<file path="src/sv/mac_address_acl_filter_assert.svh">
// Assertion macros shared by the station address filter RTL.
`ifndef MAC_ADDRESS_ACL_FILTER_ASSERT_SVH
`define MAC_ADDRESS_ACL_FILTER_ASSERT_SVH

// Same-cycle implication, disabled while reset is asserted.
`define MACF_ASSERT_NOW(label, ante, cons, msg) \
  label: assert property (@(posedge clk_i) disable iff (!rst_ni) \
    (ante) |-> (cons)) else $error(msg);

// Next-cycle implication, disabled while reset is asserted.
`define MACF_ASSERT_NEXT(label, ante, cons, msg) \
  label: assert property (@(posedge clk_i) disable iff (!rst_ni) \
    (ante) |=> (cons)) else $error(msg);

`endif

</file>
<file path="src/sv/macf_pkg.sv">
// Types and constants of the station address filter.
package macf_pkg;

  // Table geometry.
  localparam int ENTRIES = 64;
  localparam int IDX_W   = (ENTRIES > 1) ? $clog2(ENTRIES) : 1;
  localparam int CNT_W   = $clog2(ENTRIES + 1);

  // Field widths.
  localparam int ADDR_W   = 48;
  localparam int OP_W     = 2;
  localparam int STATUS_W = 2;
  localparam int COUNT_W  = 7;
  localparam int POLICY_W = 2;

  typedef enum logic [OP_W-1:0] {
    OP_CHECK  = 2'd0,
    OP_ADD    = 2'd1,
    OP_REMOVE = 2'd2,
    OP_FLUSH  = 2'd3
  } op_e;

  typedef enum logic [STATUS_W-1:0] {
    ST_OK      = 2'd0,
    ST_PRESENT = 2'd1,
    ST_ABSENT  = 2'd2,
    ST_FULL    = 2'd3
  } status_e;

  // Code 3 is unused and rejects every frame.
  typedef enum logic [POLICY_W-1:0] {
    POL_OPEN  = 2'd0,
    POL_ALLOW = 2'd1,
    POL_DENY  = 2'd2
  } policy_e;

endpackage

</file>
<file path="src/sv/mac_address_acl_filter.sv">
// Station MAC address filter: sequencer, valid bits and address table.
//
// A command beat (operation_i, mac_address_i) is taken at a rising edge with
// start high and busy low. Operations are check, add, remove and flush.
// Each command yields one result beat: done_o is high for exactly one cycle
// with accepted_o, status_o and entry_count_o; the receiver cannot stall it.
// The user must write the policy register with cfg_we_i / cfg_wdata_i only
// while idle; the block itself does not enforce this. Check, add and remove
// walk all ENTRIES table slots through one address RAM read port and one
// 48-bit comparator, one slot per cycle, in S_SCAN and then pass S_LAST and
// S_DONE; done_o shows in the cycle after S_DONE, and the next command can
// be taken once busy is low again. A flush goes straight to S_DONE, where
// all valid bits are cleared at once. The slot walk sets the rate.
// Reset clears the valid bits, the held count, the policy (open) and the
// sequencer; the address RAM is not cleared, unlisted slots are never used.
module mac_address_acl_filter (
  input  logic                            clk_i,
  input  logic                            rst_ni,
  input  logic                            start,
  output logic                            busy,
  input  logic [macf_pkg::OP_W-1:0]       operation_i,
  input  logic [macf_pkg::ADDR_W-1:0]     mac_address_i,
  input  logic                            cfg_we_i,
  input  logic [macf_pkg::POLICY_W-1:0]   cfg_wdata_i,
  output logic                            done_o,
  output logic                            accepted_o,
  output logic [macf_pkg::STATUS_W-1:0]   status_o,
  output logic [macf_pkg::COUNT_W-1:0]    entry_count_o
);

`include "mac_address_acl_filter_assert.svh"

  typedef enum logic [1:0] {
    S_IDLE,
    S_SCAN,
    S_LAST,
    S_DONE
  } state_e;

  state_e                         state_q;
  macf_pkg::op_e                  op_q;
  logic [macf_pkg::ADDR_W-1:0]    addr_q;
  logic [macf_pkg::POLICY_W-1:0]  policy_q;
  logic [macf_pkg::ENTRIES-1:0]   valid_q;
  logic [macf_pkg::CNT_W-1:0]     held_count_q;
  logic [macf_pkg::IDX_W-1:0]     scan_idx_q;
  logic [macf_pkg::IDX_W-1:0]     cmp_idx_q;
  logic                           cmp_vld_q;
  logic                           hit_q;
  logic [macf_pkg::IDX_W-1:0]     hit_idx_q;
  logic                           free_found_q;
  logic [macf_pkg::IDX_W-1:0]     free_idx_q;

  logic [macf_pkg::ADDR_W-1:0]    ram_rdata;
  logic                           ram_we;
  logic                           cmp_valid_bit;
  logic                           cmp_hit;
  logic                           cmp_free;
  logic                           table_full;
  logic                           check_accept;
  logic [macf_pkg::CNT_W+macf_pkg::COUNT_W-1:0] count_ext;

  assign busy = (state_q != S_IDLE);

  // Shared comparator: one stored slot against the command address per cycle.
  assign cmp_valid_bit = valid_q[cmp_idx_q];
  assign cmp_hit       = cmp_vld_q && cmp_valid_bit && (ram_rdata == addr_q);
  assign cmp_free      = cmp_vld_q && !cmp_valid_bit;

  assign table_full = (held_count_q == macf_pkg::CNT_W'(macf_pkg::ENTRIES));

  // Policy decision for a check once the walk is over.
  always_comb begin
    case (macf_pkg::policy_e'(policy_q))
      macf_pkg::POL_OPEN:  check_accept = 1'b1;
      macf_pkg::POL_ALLOW: check_accept = hit_q;
      macf_pkg::POL_DENY:  check_accept = !hit_q;
      default:             check_accept = 1'b0;
    endcase
  end

  // A new address lands in the first free slot found by the walk.
  assign ram_we = (state_q == S_DONE) && (op_q == macf_pkg::OP_ADD) &&
                  !table_full && !hit_q;

  assign count_ext = {{macf_pkg::COUNT_W{1'b0}}, held_count_q};

  macf_ram #(
    .WIDTH(macf_pkg::ADDR_W),
    .DEPTH(macf_pkg::ENTRIES)
  ) u_addr_ram (
    .clk_i  (clk_i),
    .we_i   (ram_we),
    .waddr_i(free_idx_q),
    .wdata_i(addr_q),
    .raddr_i(scan_idx_q),
    .rdata_o(ram_rdata)
  );

  // Sequencer, table state and registered result beat.
  always_ff @(posedge clk_i or negedge rst_ni) begin
    if (!rst_ni) begin
      state_q       <= S_IDLE;
      op_q          <= macf_pkg::OP_CHECK;
      addr_q        <= '0;
      policy_q      <= macf_pkg::POL_OPEN;
      valid_q       <= '0;
      held_count_q  <= '0;
      scan_idx_q    <= '0;
      cmp_idx_q     <= '0;
      cmp_vld_q     <= 1'b0;
      hit_q         <= 1'b0;
      hit_idx_q     <= '0;
      free_found_q  <= 1'b0;
      free_idx_q    <= '0;
      done_o        <= 1'b0;
      accepted_o    <= 1'b0;
      status_o      <= macf_pkg::ST_OK;
      entry_count_o <= '0;
    end else begin
      done_o <= 1'b0;

      if (cfg_we_i) begin
        policy_q <= cfg_wdata_i;
      end

      // Record the first match and the first free slot of the walk.
      if (cmp_hit && !hit_q) begin
        hit_q     <= 1'b1;
        hit_idx_q <= cmp_idx_q;
      end
      if (cmp_free && !free_found_q) begin
        free_found_q <= 1'b1;
        free_idx_q   <= cmp_idx_q;
      end

      case (state_q)
        S_IDLE: begin
          if (start) begin
            op_q         <= macf_pkg::op_e'(operation_i);
            addr_q       <= mac_address_i;
            scan_idx_q   <= '0;
            cmp_vld_q    <= 1'b0;
            hit_q        <= 1'b0;
            free_found_q <= 1'b0;
            if (macf_pkg::op_e'(operation_i) == macf_pkg::OP_FLUSH) begin
              state_q <= S_DONE;
            end else begin
              state_q <= S_SCAN;
            end
          end
        end
        S_SCAN: begin
          cmp_vld_q  <= 1'b1;
          cmp_idx_q  <= scan_idx_q;
          scan_idx_q <= scan_idx_q + 1'b1;
          if (scan_idx_q == macf_pkg::IDX_W'(macf_pkg::ENTRIES - 1)) begin
            state_q <= S_LAST;
          end
        end
        S_LAST: begin
          cmp_vld_q <= 1'b0;
          state_q   <= S_DONE;
        end
        S_DONE: begin
          state_q       <= S_IDLE;
          done_o        <= 1'b1;
          accepted_o    <= 1'b0;
          status_o      <= macf_pkg::ST_OK;
          entry_count_o <= count_ext[macf_pkg::COUNT_W-1:0];
          case (op_q)
            macf_pkg::OP_CHECK: begin
              accepted_o <= check_accept;
            end
            macf_pkg::OP_ADD: begin
              if (table_full) begin
                status_o <= macf_pkg::ST_FULL;
              end else if (hit_q) begin
                status_o <= macf_pkg::ST_PRESENT;
              end else begin
                valid_q[free_idx_q] <= 1'b1;
                held_count_q        <= held_count_q + 1'b1;
                entry_count_o       <= count_ext[macf_pkg::COUNT_W-1:0] + 1'b1;
              end
            end
            macf_pkg::OP_REMOVE: begin
              if (!hit_q) begin
                status_o <= macf_pkg::ST_ABSENT;
              end else begin
                valid_q[hit_idx_q] <= 1'b0;
                held_count_q       <= held_count_q - 1'b1;
                entry_count_o      <= count_ext[macf_pkg::COUNT_W-1:0] - 1'b1;
              end
            end
            default: begin
              valid_q       <= '0;
              held_count_q  <= '0;
              entry_count_o <= '0;
            end
          endcase
        end
        default: begin
          state_q <= S_IDLE;
        end
      endcase
    end
  end

  // Checks on the sequencer and the table bookkeeping.
  `MACF_ASSERT_NEXT(a_start_makes_busy, start && !busy, busy, "accepted command did not raise busy")
  `MACF_ASSERT_NOW(a_done_when_idle, done_o, !busy, "result beat while sequencer busy")
  `MACF_ASSERT_NOW(a_count_matches, 1'b1, $countones(valid_q) == held_count_q, "held count differs from valid bits")
  `MACF_ASSERT_NOW(a_full_only_when_full, done_o && (status_o == macf_pkg::ST_FULL), table_full, "table full reported below capacity")

endmodule

</file>
<file path="src/sv/macf_ram.sv">
// Generic simple dual-port RAM with registered read data.
module macf_ram #(
  parameter int WIDTH = 8,
  parameter int DEPTH = 16
) (
  input  logic                                        clk_i,
  input  logic                                        we_i,
  input  logic [((DEPTH > 1) ? $clog2(DEPTH) : 1)-1:0] waddr_i,
  input  logic [WIDTH-1:0]                            wdata_i,
  input  logic [((DEPTH > 1) ? $clog2(DEPTH) : 1)-1:0] raddr_i,
  output logic [WIDTH-1:0]                            rdata_o
);

  logic [WIDTH-1:0] mem_q [DEPTH];

  // One write port and one registered read port.
  always_ff @(posedge clk_i) begin
    if (we_i) begin
      mem_q[waddr_i] <= wdata_i;
    end
    rdata_o <= mem_q[raddr_i];
  end

endmodule

</file>
<file path="config.mk">
export PLATFORM = sky130hd
export DESIGN_NAME = mac_address_acl_filter
export DESIGN_NICKNAME = d
export VERILOG_FILES = /design/src/sv/macf_pkg.sv /design/src/sv/mac_address_acl_filter.sv /design/src/sv/macf_ram.sv
export VERILOG_INCLUDE_DIRS = /design/src /design/src/sv
export SDC_FILE = /design/constraint.sdc
export NUM_CORES = 2
export LEC_CHECK = 0
export BUFFER_PORTS_ARGS = -buffer_cell sky130_fd_sc_hd__clkbuf_2
export CAP_MARGIN = 0
export CORE_AREA = 2 2 469 471
export DETAILED_ROUTE_END_ITERATION = 10
export DIE_AREA = 0 0 471 473
export GPL_TIMING_DRIVEN = 0
export PLACE_DENSITY = 0.74
export SLEW_MARGIN = 20
export SYNTH_ARGS = -nofsm -noshare
export SYNTH_HDL_FRONTEND = slang
export SYNTH_HIERARCHICAL = 1
export SYNTH_SLANG_ARGS = --single-unit
export TNS_END_PERCENT = 5
</file>
<file path="constraint.sdc">
create_clock -name clk_i -period 7 [get_ports clk_i]
set_input_delay 1.05 -clock clk_i [delete_from_list [all_inputs] [get_ports clk_i]]
set_output_delay 1.05 -clock clk_i [all_outputs]
set_load 0.02 [all_outputs]
</file>
==> impl_metrics.ini <==
[run_status]
status = complete, no violations

[clocking]
insertion_delay_ns = 0.97
htree_levels = 5
clockRootBuffer = clkbuf_16
cts_buffer_depth = 4
cts_buffers = 328
ctsResizeCount = 0
cts_tree = done
clk_pin_slew_ns = 0.06
cts_hold_buffers = 0
cts_sinks = 3276
cts_setup_buffers = 0

[logic_synthesis]
synthXorXnorAreaFrac_pct = 0.293
synth_mux_area_share_pct = 15.1
async_reset_ff_share_pct = 4.76
synthSimpleGateAreaFrac_pct = 1.43
synth_top_family_by_area = multiplexers
netlist_area_um2 = 126000
ys_types = 68
synth-edff-count = 3072
synth_fp_nets = 5864
synth-adder-area-share_pct = 0.145
synth_compound_area_share_pct = 4.26
yosys_warnings = 6
syn_area_per_cell_um2 = 21.7
synth-main-ff-cell = edfxtp_1
seq_area_frac_synth_pct = 77.2
synth-seq-cells = 3276
netlist_instances = 5794

[drt]
wl_per_cell_um = 39.3
detail-route-antenna-nets = 0
first_pass_iters = 6
viasPerCell = 7.23
drt_iter0_drc = 12450
wirelength_um = 374000
via_count = 68902
drc = 0

[power]
combPwrFrac_pct = 28.2
p_int_mw = 41.0
seqPwrFrac_pct = 43.7
clockPowerShare_pct = 28.1
power.switching_mw = 19.7
peakVddDrop_v = 0.000356
power_density_nw_per_um2 = 417
p_leak_nw = 46.6
netSwitchingFraction_pct = 32.4

[job]
drv_cap = 0

[setup_path]
r2r_end = u_addr_ram/mem_q[30][14]$_DFFE_PP_
reg2regPathDepth = 11
reg2reg_slack_ns = 1.81
worstPathArrival_ns = 5.83
worstSetupPathType = reg2reg
startpoint_type = flip-flop
worstPathMaxFanout = 17
reg2reg_from = op_q[1]$_DFFE_PN0P_
required_ns = 7.63
endpoint_kind = flip-flop

[timing]
period_share_pct = 74.2
hold_ws_ns = 0.0445
final-max-slew-violation-count = 0
finalSetupViolations = 0
rsz0062_at_grt = false
hold_viol = 0
max_freq_mhz = 193
totalNegativeSetupSlack_ns = 0
final.setup_skew_ns = 0.0517
worst_pin_slew_ns = 1.36
period_needed_ns = 5.19
relSlewSlack_pct = 9.58

[cells_and_area]
layout_commonest_cell = edfxtp_1
nNetsFinal = 6490
final_core_util_pct = 66.7
syn_to_final_growth_pct = 15.7
final_cells = 9534
layout_common_cells = edfxtp_1, mux4_2, clkbuf_16
drive_above_1_share_pct = 28.7
fill_cells = 13011

[floorplanning]
start_util_pct = 57.6
rows = 172
coreArea_um2 = 218000
fp.dieW_um = 471
design.die.area_um2 = 223000
io_pins = 68
die_h_um = 473

[place]
place_hpwl_um = 239000
port_buffers = 66
place_congestion = 0.912
place_inst = 8960

[global_routing]
grt_pass1_wl_um = 520000
grt.overflow.total = 0
antenna_found_initial = 23
grt_max_degree = 68
grt_pass1_vias = 67807
grt_use_total_pct = 33.8

[hold_path]
hold_class = in2async
==> registers in the layout (all words and copies together) (netlist names) <==
name,cells
op_q,2
u_addr_ram/mem_q,3072
hit_q,1
hit_idx_q,6
held_count_q,7
u_addr_ram/rdata_o,48
valid_q,64
done_o,1
free_found_q,1
addr_q,48
free_idx_q,6
state_q,2
policy_q,2
cmp_vld_q,1
scan_idx_q,6
accepted_o,1
status_o,2
cmp_idx_q,6
==> cell type report <==
type | count | area (µm²) | share of cell area, %
flip-flops and latches | 3276 | 97200 | 66.8
multi-input cells | 2147 | 27300 | 18.8
clock buffers | 429 | 8880 | 6.10
repair buffers | 296 | 5300 | 3.64
well taps | 2871 | 3590 | 2.47
plain buffers | 344 | 1770 | 1.22
clock inverters | 133 | 1290 | 0.889
inverters | 27 | 101 | 0.0697
diodes | 11 | 27.5 | 0.0189
==> synth_stat cells, drive strengths merged (5+ instances only) <==
master	instances	area, µm²
a22o	60	526
a221oi	84	742
ha	13	163
buf	194	1190
edfxtp	3072	92200
nand4	9	56.3
a31o	5	43.8
a21boi	64	480
dfrtp	156	3900
nor3	15	75.1
xnor2	25	219
o22ai	130	820
nor3b	10	75.1
nor2	152	578
nand3	16	80.1
mux4	772	17400
dfxtp	48	961
clkbuf	150	564
mux2i	68	681
o221ai	30	263
nor4	8	65.1
a211oi	33	248
nand2	84	318
a22oi	73	548
inv	27	101
a311oi	11	96.3
nand3b	5	37.5
mux2	84	968
a21oi	211	1060
nor2b	29	181
o21ai	74	370
xor2	17	149
nand2b	15	93.8
==> worst max-delay path, cell delays in order, from the launching register on <==
cell      delay [ns]
dfrtp_1         0.41
inv_1           0.09
ha_1            0.16
clkbuf_1        0.38
clkbuf_1        0.43
nand2_1         0.15
nor3_2          0.63
nor2b_1         0.39
nand3_1         0.68
nor2_4          0.97
buf_12          0.29
buf_12          0.22
==> power by group through the flow <==
stage | combinational (mW) | sequential [mW] | clock, mW
6_report | 17.1 | 26.5 | 17.1
5_1_grt | 17.6 | 26.6 | 17.8
4_1_cts | 16.7 | 26.5 | 17.1
3_5_place_dp | 16.4 | 26.9 | 0
3_3_place_gp | 13.7 | 28.6 | 0
2_1_floorplan | 9.26 | 26.8 | 0
==> how the worst max path moves through the flow <==
| stage | cells past startpoint | start | endpoint |
|---|---|---|---|
| floorplan | 9 | op_q[1]$_DFFE_PN0P_ | u_addr_ram/mem_q[48][0]$_DFFE_PP_ |
| global placement | 9 | op_q[1]$_DFFE_PN0P_ | u_addr_ram/mem_q[49][47]$_DFFE_PP_ |
| detailed placement | 10 | op_q[1]$_DFFE_PN0P_ | u_addr_ram/mem_q[31][44]$_DFFE_PP_ |
| CTS | 10 | op_q[1]$_DFFE_PN0P_ | u_addr_ram/mem_q[31][19]$_DFFE_PP_ |
| global route | 11 | op_q[1]$_DFFE_PN0P_ | u_addr_ram/mem_q[30][7]$_DFFE_PP_ |
| finish | 11 | op_q[1]$_DFFE_PN0P_ | u_addr_ram/mem_q[30][14]$_DFFE_PP_ |
==> metrics by stage <==
step	setup slack, ns	area, µm²	power, mW
after floorplan	1.35	126000	36.0
after global placement	-3.71	130000	42.3
after detailed placement	1.85	135000	43.3
after CTS	1.78	145000	60.3
after global routing	1.83	145000	62.1
final	1.81	145000	60.7
==> metal layers <==
layer	vias to the layer above	part of all wire, %	global-route usage (%)
met5	-	0.064	0
met1	35536	33	44.0
met4	10	7.1	19.2
met2	6244	46	51.0
li1	25769	-	-
met3	1343	15	10.5
==> cells by family after synthesis <==
kind of cell / after synthesis
buffers and inverters: 371
flip-flops: 3276
AND/OR/NAND/NOR: 374
adder cells (fa/ha/maj): 14
AO/OA/AOI/OAI: 793
XOR/XNOR: 42
multiplexers: 924
(Power assumes the default switching activity.)
